===== src/rtl/core/assert_macros.svh =====
// Assertion macros for the RTL files that check their own logic.
`ifndef ASSERT_MACROS_SVH
`define ASSERT_MACROS_SVH

// Check that expr holds at every clock edge outside reset.
`define BMPR_ASSERT(label, clk, rst, expr) \
   label: assert property (@(posedge clk) disable iff (rst) (expr)) \
      else $error("assertion failed");

// Check that cond implies expr at the same clock edge outside reset.
`define BMPR_ASSERT_IMPL(label, clk, rst, cond, expr) \
   label: assert property (@(posedge clk) disable iff (rst) (cond) |-> (expr)) \
      else $error("assertion failed");

`endif


===== src/rtl/core/bmpr_pkg.sv =====
// Types and constants shared by the RLE8 line decoder modules.
package bmpr_pkg;

   localparam int LANES = 4;
   // Pixel fields per beat cap the lanes actually used.
   localparam int LANE_USE = (LANES > 4) ? 4 : ((LANES < 1) ? 1 : LANES);
   localparam int PIX_COUNT_W = 3;

   localparam int FIFO_DEPTH = 4;
   localparam int FIFO_PTR_W = $clog2(FIFO_DEPTH);
   localparam int FIFO_CNT_W = $clog2(FIFO_DEPTH + 1);

   localparam int CSR_ADDR_W = 3;
   localparam logic LINE_WIDTH_REG = 1'b0;
   localparam logic [15:0] LINE_WIDTH_RESET = 16'd1;

   localparam logic [7:0] ESC_EOL = 8'd0;
   localparam logic [7:0] ESC_EOD = 8'd1;
   localparam logic [7:0] ESC_JUMP = 8'd2;

   typedef enum logic [2:0] {
      ST_DATA      = 3'd0,
      ST_EOL       = 3'd1,
      ST_EOD       = 3'd2,
      ST_TOO_LARGE = 3'd3,
      ST_JUMP      = 3'd4,
      ST_SHORT     = 3'd5
   } status_type;

   // One command per transaction that yields results; count 0 is status only.
   typedef struct packed {
      logic [7:0] pixel;
      logic [7:0] count;
      status_type status;
   } cmd_type;

endpackage


===== src/rtl/core/bmpr_front.sv =====
// Byte parser: tracks the RLE8 phase and line budget, issues output commands.
module bmpr_front (
   input  logic              clock,
   input  logic              reset,
   input  logic              take,
   input  logic [7:0]        code_byte,
   input  logic              restart,
   input  logic [15:0]       line_width,
   output logic              push,
   output bmpr_pkg::cmd_type cmd
);

   typedef enum logic [4:0] {
      PH_COUNT  = 5'b00001,
      PH_FILL   = 5'b00010,
      PH_ESCAPE = 5'b00100,
      PH_ABS    = 5'b01000,
      PH_PAD    = 5'b10000
   } phase_type;

   phase_type            phase_ff, phase_in, phase_e;
   logic [15:0]          pixels_left_ff, pixels_left_in, pixels_left_e;
   logic [7:0]           run_left_ff, run_left_in, run_left_e;
   logic                 pad_pending_ff, pad_pending_in, pad_pending_e;
   logic [7:0]           fill_count_ff, fill_count_in, fill_count_e;
   bmpr_pkg::status_type sticky_ff, sticky_in, sticky_e;
   logic                 too_large;

   always_comb begin
      // Restart clears state before this byte is decoded.
      phase_e       = restart ? PH_COUNT : phase_ff;
      pixels_left_e = restart ? line_width : pixels_left_ff;
      run_left_e    = restart ? 8'd0 : run_left_ff;
      pad_pending_e = restart ? 1'b0 : pad_pending_ff;
      fill_count_e  = restart ? 8'd0 : fill_count_ff;
      sticky_e      = restart ? bmpr_pkg::ST_DATA : sticky_ff;

      too_large = {8'h00, code_byte} > pixels_left_e;

      phase_in       = phase_e;
      pixels_left_in = pixels_left_e;
      run_left_in    = run_left_e;
      pad_pending_in = pad_pending_e;
      fill_count_in  = fill_count_e;
      sticky_in      = sticky_e;
      push           = 1'b0;
      cmd.pixel      = code_byte;
      cmd.count      = 8'd0;
      cmd.status     = bmpr_pkg::ST_DATA;

      if (sticky_e != bmpr_pkg::ST_DATA) begin
         push       = 1'b1;
         cmd.status = sticky_e;
      end else begin
         case (phase_e)
            PH_COUNT: begin
               if (code_byte == 8'd0) begin
                  phase_in = PH_ESCAPE;
               end else if (too_large) begin
                  push       = 1'b1;
                  cmd.status = bmpr_pkg::ST_TOO_LARGE;
                  sticky_in  = bmpr_pkg::ST_TOO_LARGE;
               end else begin
                  fill_count_in = code_byte;
                  phase_in      = PH_FILL;
               end
            end
            PH_FILL: begin
               push           = 1'b1;
               cmd.count      = fill_count_e;
               pixels_left_in = pixels_left_e - {8'h00, fill_count_e};
               fill_count_in  = 8'd0;
               phase_in       = PH_COUNT;
            end
            PH_ESCAPE: begin
               push = 1'b1;
               if (code_byte == bmpr_pkg::ESC_JUMP) begin
                  cmd.status = bmpr_pkg::ST_JUMP;
                  sticky_in  = bmpr_pkg::ST_JUMP;
               end else if (code_byte == bmpr_pkg::ESC_EOL ||
                            code_byte == bmpr_pkg::ESC_EOD) begin
                  if (pixels_left_e != 16'd0) begin
                     cmd.status = bmpr_pkg::ST_SHORT;
                     sticky_in  = bmpr_pkg::ST_SHORT;
                  end else if (code_byte == bmpr_pkg::ESC_EOD) begin
                     cmd.status = bmpr_pkg::ST_EOD;
                     sticky_in  = bmpr_pkg::ST_EOD;
                  end else begin
                     cmd.status     = bmpr_pkg::ST_EOL;
                     pixels_left_in = line_width;
                     phase_in       = PH_COUNT;
                  end
               end else if (too_large) begin
                  cmd.status = bmpr_pkg::ST_TOO_LARGE;
                  sticky_in  = bmpr_pkg::ST_TOO_LARGE;
               end else begin
                  // Absolute run header: no result of its own.
                  push           = 1'b0;
                  pixels_left_in = pixels_left_e - {8'h00, code_byte};
                  run_left_in    = code_byte;
                  pad_pending_in = code_byte[0];
                  phase_in       = PH_ABS;
               end
            end
            PH_ABS: begin
               push        = 1'b1;
               cmd.count   = 8'd1;
               run_left_in = run_left_e - 8'd1;
               if (run_left_e == 8'd1) begin
                  phase_in = pad_pending_e ? PH_PAD : PH_COUNT;
               end
            end
            PH_PAD: begin
               pad_pending_in = 1'b0;
               phase_in       = PH_COUNT;
            end
            default: begin
               phase_in = PH_COUNT;
            end
         endcase
      end
   end

   always_ff @(posedge clock) begin
      if (reset) begin
         phase_ff       <= PH_COUNT;
         pixels_left_ff <= bmpr_pkg::LINE_WIDTH_RESET;
         run_left_ff    <= 8'd0;
         pad_pending_ff <= 1'b0;
         fill_count_ff  <= 8'd0;
         sticky_ff      <= bmpr_pkg::ST_DATA;
      end else if (take) begin
         phase_ff       <= phase_in;
         pixels_left_ff <= pixels_left_in;
         run_left_ff    <= run_left_in;
         pad_pending_ff <= pad_pending_in;
         fill_count_ff  <= fill_count_in;
         sticky_ff      <= sticky_in;
      end
   end

endmodule


===== src/rtl/core/bmpr_cmd_fifo.sv =====
// Short command queue between the byte parser and the beat generator.
module bmpr_cmd_fifo (
   input  logic              clock,
   input  logic              reset,
   input  logic              push,
   input  bmpr_pkg::cmd_type push_cmd,
   input  logic              pop,
   output logic              full,
   output logic              empty,
   output bmpr_pkg::cmd_type head
);

   bmpr_pkg::cmd_type                   entry_ff [bmpr_pkg::FIFO_DEPTH];
   logic [bmpr_pkg::FIFO_PTR_W-1:0]     wr_ptr_ff, wr_ptr_in;
   logic [bmpr_pkg::FIFO_PTR_W-1:0]     rd_ptr_ff, rd_ptr_in;
   logic [bmpr_pkg::FIFO_CNT_W-1:0]     count_ff, count_in;
   logic                                do_push, do_pop;

   assign full    = count_ff == bmpr_pkg::FIFO_CNT_W'(bmpr_pkg::FIFO_DEPTH);
   assign empty   = count_ff == '0;
   assign head    = entry_ff[rd_ptr_ff];
   assign do_push = push && !full;
   assign do_pop  = pop && !empty;

   always_comb begin
      wr_ptr_in = wr_ptr_ff;
      rd_ptr_in = rd_ptr_ff;
      count_in  = count_ff;
      if (do_push) begin
         wr_ptr_in = (wr_ptr_ff == bmpr_pkg::FIFO_PTR_W'(bmpr_pkg::FIFO_DEPTH - 1)) ?
                     '0 : wr_ptr_ff + 1'b1;
      end
      if (do_pop) begin
         rd_ptr_in = (rd_ptr_ff == bmpr_pkg::FIFO_PTR_W'(bmpr_pkg::FIFO_DEPTH - 1)) ?
                     '0 : rd_ptr_ff + 1'b1;
      end
      if (do_push && !do_pop) begin
         count_in = count_ff + 1'b1;
      end else if (do_pop && !do_push) begin
         count_in = count_ff - 1'b1;
      end
   end

   always_ff @(posedge clock) begin
      if (reset) begin
         wr_ptr_ff <= '0;
         rd_ptr_ff <= '0;
         count_ff  <= '0;
      end else begin
         wr_ptr_ff <= wr_ptr_in;
         rd_ptr_ff <= rd_ptr_in;
         count_ff  <= count_in;
      end
   end

   always_ff @(posedge clock) begin
      if (do_push) begin
         entry_ff[wr_ptr_ff] <= push_cmd;
      end
   end

endmodule


===== src/rtl/core/bmpr_back.sv =====
// Beat generator: expands queued commands into result beats of up to four pixels.
module bmpr_back (
   input  logic                                clock,
   input  logic                                reset,
   input  logic                                cmd_empty,
   input  bmpr_pkg::cmd_type                   cmd_head,
   output logic                                cmd_pop,
   output logic                                rsp_valid,
   input  logic                                rsp_stall,
   output logic [7:0]                          rsp_pixel_a,
   output logic [7:0]                          rsp_pixel_b,
   output logic [7:0]                          rsp_pixel_c,
   output logic [7:0]                          rsp_pixel_d,
   output logic [bmpr_pkg::PIX_COUNT_W-1:0]    rsp_pixel_count,
   output logic [2:0]                          rsp_status,
   output logic                                rsp_last
);

   localparam logic [7:0] LANE_STEP = 8'(bmpr_pkg::LANE_USE);

   logic              valid_ff, valid_in;
   bmpr_pkg::cmd_type cur_ff, cur_in;
   logic [7:0]        rem_ff, rem_in;
   logic [bmpr_pkg::PIX_COUNT_W-1:0] beat_n;
   logic              beat_done;

   assign beat_n    = (rem_ff > LANE_STEP) ? bmpr_pkg::PIX_COUNT_W'(bmpr_pkg::LANE_USE)
                                           : rem_ff[bmpr_pkg::PIX_COUNT_W-1:0];
   assign rsp_last  = rem_ff <= LANE_STEP;
   assign beat_done = valid_ff && !rsp_stall;
   // Take the next command when idle or when the final beat leaves.
   assign cmd_pop   = !valid_ff || (beat_done && rsp_last);

   assign rsp_valid       = valid_ff;
   assign rsp_pixel_count = beat_n;
   assign rsp_status      = cur_ff.status;
   assign rsp_pixel_a     = (beat_n > 3'd0) ? cur_ff.pixel : 8'd0;
   assign rsp_pixel_b     = (beat_n > 3'd1) ? cur_ff.pixel : 8'd0;
   assign rsp_pixel_c     = (beat_n > 3'd2) ? cur_ff.pixel : 8'd0;
   assign rsp_pixel_d     = (beat_n > 3'd3) ? cur_ff.pixel : 8'd0;

   always_comb begin
      valid_in = valid_ff;
      cur_in   = cur_ff;
      rem_in   = rem_ff;
      if (cmd_pop) begin
         valid_in = !cmd_empty;
         cur_in   = cmd_head;
         rem_in   = cmd_head.count;
      end else if (beat_done) begin
         rem_in = rem_ff - LANE_STEP;
      end
   end

   always_ff @(posedge clock) begin
      if (reset) begin
         valid_ff <= 1'b0;
      end else begin
         valid_ff <= valid_in;
      end
   end

   always_ff @(posedge clock) begin
      cur_ff <= cur_in;
      rem_ff <= rem_in;
   end

endmodule


===== src/rtl/core/bmp_rle8_line_decoder.sv =====
// Top level of the BMP RLE8 line decoder: CSR, parser, command queue, beat output.
//
//   channel  direction  handshake               payload
//   req      in         req_valid / req_stall   req_code_byte, req_restart
//   rsp      out        rsp_valid / rsp_stall   rsp_pixel_a..d, rsp_pixel_count,
//                                               rsp_status, rsp_last
//   csr      in/out     psel/penable/pready     paddr, pwdata, prdata (line_width)
//
// The parser takes one byte per cycle while the four-entry command queue has room.
// A fill run leaves as ceil(count/4) beats, one per cycle while rsp_stall is low;
// every other result is one beat, so the output side sets the rate in long fill runs.
// Reset is synchronous and clears all control state; line_width returns to 1.
// req_stall rises only when the command queue is full; rsp_stall holds the beat.
`include "assert_macros.svh"

module bmp_rle8_line_decoder (
   input  logic                                clock,
   input  logic                                reset,
   input  logic                                req_valid,
   output logic                                req_stall,
   input  logic [7:0]                          req_code_byte,
   input  logic                                req_restart,
   output logic                                rsp_valid,
   input  logic                                rsp_stall,
   output logic [7:0]                          rsp_pixel_a,
   output logic [7:0]                          rsp_pixel_b,
   output logic [7:0]                          rsp_pixel_c,
   output logic [7:0]                          rsp_pixel_d,
   output logic [bmpr_pkg::PIX_COUNT_W-1:0]    rsp_pixel_count,
   output logic [2:0]                          rsp_status,
   output logic                                rsp_last,
   input  logic                                psel,
   input  logic                                penable,
   input  logic                                pwrite,
   input  logic [bmpr_pkg::CSR_ADDR_W-1:0]     paddr,
   input  logic [31:0]                         pwdata,
   output logic [31:0]                         prdata,
   output logic                                pready
);

   logic [15:0]       line_width_ff, line_width_in;
   logic              csr_write;
   logic              take;
   logic              push;
   logic              fifo_full, fifo_empty, fifo_pop;
   bmpr_pkg::cmd_type push_cmd, head_cmd;

   assign pready    = 1'b1;
   assign csr_write = psel && penable && pwrite && pready;
   // Register index comes from the word address; byte lanes are ignored.
   assign prdata    = (paddr[2] == bmpr_pkg::LINE_WIDTH_REG) ? {16'h0000, line_width_ff}
                                                             : 32'h0000_0000;

   always_comb begin
      line_width_in = line_width_ff;
      if (csr_write && paddr[2] == bmpr_pkg::LINE_WIDTH_REG) begin
         line_width_in = pwdata[15:0];
      end
   end

   always_ff @(posedge clock) begin
      if (reset) begin
         line_width_ff <= bmpr_pkg::LINE_WIDTH_RESET;
      end else begin
         line_width_ff <= line_width_in;
      end
   end

   assign req_stall = fifo_full;
   assign take      = req_valid && !req_stall;

   bmpr_front u_front (
      .clock      (clock),
      .reset      (reset),
      .take       (take),
      .code_byte  (req_code_byte),
      .restart    (req_restart),
      .line_width (line_width_ff),
      .push       (push),
      .cmd        (push_cmd)
   );

   bmpr_cmd_fifo u_fifo (
      .clock    (clock),
      .reset    (reset),
      .push     (push && take),
      .push_cmd (push_cmd),
      .pop      (fifo_pop),
      .full     (fifo_full),
      .empty    (fifo_empty),
      .head     (head_cmd)
   );

   bmpr_back u_back (
      .clock           (clock),
      .reset           (reset),
      .cmd_empty       (fifo_empty),
      .cmd_head        (head_cmd),
      .cmd_pop         (fifo_pop),
      .rsp_valid       (rsp_valid),
      .rsp_stall       (rsp_stall),
      .rsp_pixel_a     (rsp_pixel_a),
      .rsp_pixel_b     (rsp_pixel_b),
      .rsp_pixel_c     (rsp_pixel_c),
      .rsp_pixel_d     (rsp_pixel_d),
      .rsp_pixel_count (rsp_pixel_count),
      .rsp_status      (rsp_status),
      .rsp_last        (rsp_last)
   );

   // A status-only beat is always final and never carries data status.
   `BMPR_ASSERT_IMPL(a_status_beat, clock, reset, rsp_valid && rsp_pixel_count == 3'd0, rsp_last && rsp_status != bmpr_pkg::ST_DATA)
   // Only the final beat of a transaction may be partly filled.
   `BMPR_ASSERT_IMPL(a_full_beat, clock, reset, rsp_valid && !rsp_last, rsp_pixel_count == 3'(bmpr_pkg::LANE_USE))
   // The parser never issues a command into a full queue.
   `BMPR_ASSERT(a_no_overflow, clock, reset, !(push && take && fifo_full))

endmodule

===== config.mk =====
export PLATFORM = sky130hd
export DESIGN_NAME = bmp_rle8_line_decoder
export DESIGN_NICKNAME = d
export VERILOG_FILES = /design/src/rtl/core/bmpr_pkg.sv /design/src/rtl/core/bmpr_front.sv /design/src/rtl/core/bmpr_cmd_fifo.sv /design/src/rtl/core/bmpr_back.sv /design/src/rtl/core/bmp_rle8_line_decoder.sv
export VERILOG_INCLUDE_DIRS = /design/src /design/src/rtl/core
export SDC_FILE = /design/constraint.sdc
export NUM_CORES = 1
export LEC_CHECK = 0
export BUFFER_PORTS_ARGS = -buffer_cell sky130_fd_sc_hd__buf_2
export CAP_MARGIN = 15
export CORE_ASPECT_RATIO = 1.75
export CORE_UTILIZATION = 55
export DETAILED_ROUTE_END_ITERATION = 8
export PLACE_DENSITY = 0.83
export SYNTH_ARGS = -nofsm -noshare
export SYNTH_HDL_FRONTEND = slang
export SYNTH_HIERARCHICAL = 1
export SYNTH_SLANG_ARGS = --single-unit

===== constraint.sdc =====
create_clock -name clock -period 5.9 [get_ports clock]
set_clock_uncertainty 0.05 [all_clocks]
set_input_delay 0.59 -clock clock [delete_from_list [all_inputs] [get_ports clock]]
set_output_delay 0.59 -clock clock [all_outputs]
set_load 0.03 [all_outputs]

==> summary.md <==
| Metric | Value |
|---|---|
| Result of the run | complete, no violations |
| Post-DP HPWL | 18770 um |
| Worst min-delay path class | in -> reg |
| Average via count per standard cell | 6.461 |
| WL per Instance | 20.92 um |
| Number of rows created at floorplan | 64 |
| Leading cell types by total area after synthesis | sky130_fd_sc_hd__edfxtp_1 29%, sky130_fd_sc_hd__dfxtp_1 14%, sky130_fd_sc_hd__mux4_2 4.3% |
| Pin count of the biggest net entering global routing | 50 |
| Std-Cell Core Area | 17540 um2 |
| Cts-stage hold buffer count | 0 |
| I/O pins | 125 |
| Critical Setup Path Class | in -> reg |
| Worst reg2reg setup slack | 1.29 ns |
| Antenna violations before repair | 0 |
| Clock slew seen by the registers of the worst setup and hold paths | 0.07 ns |
| DRC violation total after the first TritonRoute iteration | 708 |
| Clk Latency, worst-skew pair | 0.44 ns |
| CP Capture Type | flop |
| Final net count | 1102 |
| Hold path startpoint | pwdata[15] |
| TritonCTS clock tree | yes |
| Worst-case vdd ir drop | 0.2900 mV |
| Fraction of post-synthesis cell area in the top cell type by area | 0.2898 |
| Count of antenna-violating nets left after detailed routing | 0 |
| RSZ-0062 raised after global routing | false |
| Aggregate global routing overflow | 0 |
| Highest-count cells in the layout ignoring fill and taps | 95 x sky130_fd_sc_hd__edfxtp_1, 89 x sky130_fd_sc_hd__buf_2, 80 x sky130_fd_sc_hd__nor2_1 |
| Wire length of the first global-routing pass | 40760 um |
| Maximum fanout encountered on the critical timing path | 7 |
| Critical path startpoint category | primary input |
| Dominant cell type by area after synthesis | sky130_fd_sc_hd__edfxtp_1 |
| Total wire length after detailed routing | 26460 um |
| Cells on Worst Hold Path | 3 |
| Fraction of registers with async set or reset after synthesis | 0 |
| Number of buffers added on ports | 89 |
| Buffers from clock root to sink, at most | 2 |
| Synthesized flop and latch total | 162 |
| Pre-CTS setup slack | 0.8286 ns |
| Least setup slack across all paths after layout | 1.161 ns |
| Worst Tran Pin Value | 1.017 ns |
| Most frequent standard cell in the layout excluding fill and tap cells | sky130_fd_sc_hd__edfxtp_1 |
| Power Density | 383.4 nW/um2 |
| Floorplan die area | 18460 um2 |
| Most used flip-flop cell after synthesis | sky130_fd_sc_hd__edfxtp_1 |
| Tightest slew margin relative to the limit | 0.3173 |
| Max Freq | 211.0 MHz |
| Data required, critical path | 6.21 ns |
| Depth of the CTS H-tree | 4 |
| Synthesized netlist cell count | 955 |
| Final period util | 0.8032 |
| Number of max-slew violations in the final report | 0 |
| Cells on worst reg2reg path | 17 |
| Via count | 8173 |
| Capture endpoint of the worst hold path | line_width_ff[15] |
| Average cell area after synthesis | 10.31 um2 |
| Count of flip-flops with a built-in enable after synthesis | 95 |
| Horizontal die dimension | 103.1 um |
| Number of failing hold endpoints at the final stage | 0 |
| DRC violation count after routing | 0 |
| Finished Core Util | 0.6203 |
| Count of TritonRoute iterations in the first routing pass | 6 |
| Global-route usage over all layers | 0.3003 |
| Die Ht | 179.0 um |
| Count of maximum capacitance violations | 0 |
| Unique cell type count in the Yosys netlist | 91 |
| Clock net sink count | 162 |
| Placer congestion estimate | 1.004 |
| Terminus of the critical flop-to-flop path | u_fifo/count_ff[2] |
| Area growth, synth to finish | 10.51% |
| Number of setup buffers added after CTS | 0 |
| Total of endpoints with negative setup slack in the final report | 0 |
| Static Leakage | 4.194 nW |
| Clock root cell | sky130_fd_sc_hd__clkbuf_16 |
| Setup tns final | 0 ns |
| Proportion of synthesized chip area in sequential cells | 0.4261 |
| Worst reg2reg path startpoint | line_width_ff[3] |
| Number of global-route vias before repair | 7972 |
| Total clock buffers created by CTS | 17 |
| Number of synthesis warnings | 6 |
| Initial core utilization | 0.5613 |
| Layout cell share with drive strength beyond 1 | 0.2041 |
| Arrival time at the worst endpoint | 5.05 ns |
| Number of cells upsized or downsized after cts | 0 |
| Syn Std Cell Area | 9843 um2 |
| Worst hold slack across all endpoints | 0.3557 ns |
| Minimum clock period after layout | 4.739 ns |
| Antenna diode count | 0 |
[state kept, by name (all words and copies together), names as in the netlist, 5 cells and up, named ones only]
| signal | flops |
|---|---|
| u_fifo/entry_ff | 76 |
| line_width_ff | 16 |
| u_front/pixels_left_ff | 16 |
| u_back/cur_ff | 8 |
| u_back/rem_ff | 8 |
| u_front/fill_count_ff | 8 |
| u_front/run_left_ff | 8 |
| u_front/phase_ff | 5 |
[area by class of cell]
class / count / area (um2)
fillers: 1433 / 6659
inverters: 30 / 131.4
multi-input cells: 704 / 5119
flip-flops and latches: 162 / 4194
clock buffers: 17 / 425.4
well taps: 231 / 289.0
clock inverters: 15 / 146.4
repair buffers: 106 / 573.1
[stage by stage]
step,area (um2),cells,total power (W)
global placement,10310,1233,0.003055
finish,10880,1265,0.004170
CTS,10880,1265,0.004172
floorplan,9899,970,0.002741
global route,10880,1265,0.004378
detailed placement,10310,1233,0.003094
[critical path, stage by stage]
cell,delay (ns)
sky130_fd_sc_hd__buf_2,0.27
sky130_fd_sc_hd__mux2_4,0.38
sky130_fd_sc_hd__ha_1,0.38
sky130_fd_sc_hd__a211oi_1,0.23
sky130_fd_sc_hd__a21oi_1,0.15
sky130_fd_sc_hd__o41a_1,0.43
sky130_fd_sc_hd__nor2_1,0.30
sky130_fd_sc_hd__a32oi_1,0.15
sky130_fd_sc_hd__nand4_1,0.23
sky130_fd_sc_hd__and2_1,0.29
sky130_fd_sc_hd__bufinv_8,0.22
sky130_fd_sc_hd__nor2_2,0.13
sky130_fd_sc_hd__ha_1,0.19
sky130_fd_sc_hd__inv_1,0.07
sky130_fd_sc_hd__fa_1,0.43
sky130_fd_sc_hd__xor2_1,0.16
sky130_fd_sc_hd__or3_1,0.31
sky130_fd_sc_hd__a21oi_1,0.15
[cells by family (layout without fill, tap and decap cells)]
logic type,count (synthesis),in the layout,share of synthesized area
AO/OA/AOI/OAI,223,223,0.1658
XOR/XNOR,22,22,0.01958
adder cells (fa/ha/maj),30,30,0.04042
buffers and inverters,104,168,0.06089
flip-flops,162,162,0.4261
multiplexers,67,67,0.09635
other,2,17,0.0007630
AND/OR/NAND/NOR,345,345,0.1902
[synth_stat cells (12+ instances only)]
cell type and n:
sky130_fd_sc_hd__edfxtp_1 95, sky130_fd_sc_hd__nor2_1 80, sky130_fd_sc_hd__dfxtp_1 67, sky130_fd_sc_hd__nand2_1 60
sky130_fd_sc_hd__o21ai_0 39, sky130_fd_sc_hd__a21oi_1 35, sky130_fd_sc_hd__nand2b_1 34, sky130_fd_sc_hd__mux2i_1 33
sky130_fd_sc_hd__buf_4 31, sky130_fd_sc_hd__and2_1 30, sky130_fd_sc_hd__ha_1 27, sky130_fd_sc_hd__nor3_1 27
sky130_fd_sc_hd__inv_1 25, sky130_fd_sc_hd__nor2b_1 24, sky130_fd_sc_hd__clkbuf_1 23, sky130_fd_sc_hd__mux4_2 19
sky130_fd_sc_hd__nand3_1 19, sky130_fd_sc_hd__xor2_1 13, sky130_fd_sc_hd__o211ai_1 12
[worst max path at each step]
| stage | startpoint | to | slack, ns | cells after the start |
|---|---|---|---|---|
| 4_1_cts | req_restart | u_fifo/count_ff[2] | 1.25 | 18 |
| 5_1_grt | req_restart | u_fifo/count_ff[2] | 0.97 | 18 |
| 3_5_place_dp | req_restart | u_fifo/count_ff[2] | 0.83 | 18 |
| 2_1_floorplan | req_restart | u_fifo/count_ff[2] | 0.70 | 23 |
| 3_3_place_gp | req_restart | u_fifo/count_ff[2] | 0.87 | 18 |
| 6_report | req_restart | u_fifo/count_ff[2] | 1.16 | 18 |
[layer usage]
metal	up-vias	share of wire	global-route usage	routed length (um)
met2	430	0.52	0.5317	13650
li1	3679	-	-	-
met3	135	0.064	0.05224	1702
met1	3929	0.34	0.3047	9105
met4	0	0.075	0.2342	1995
met5	-	0	0	0
[power by group]
part	switching, W	leakage, nW	internal, W
combinational	0.000966	2.44	0.000594
sequential	0.000142	1.48	0.00139
clock	0.000486	0.272	0.000592
total	0.00159	4.19	0.00258
Power figures use the tool's default switching activity.
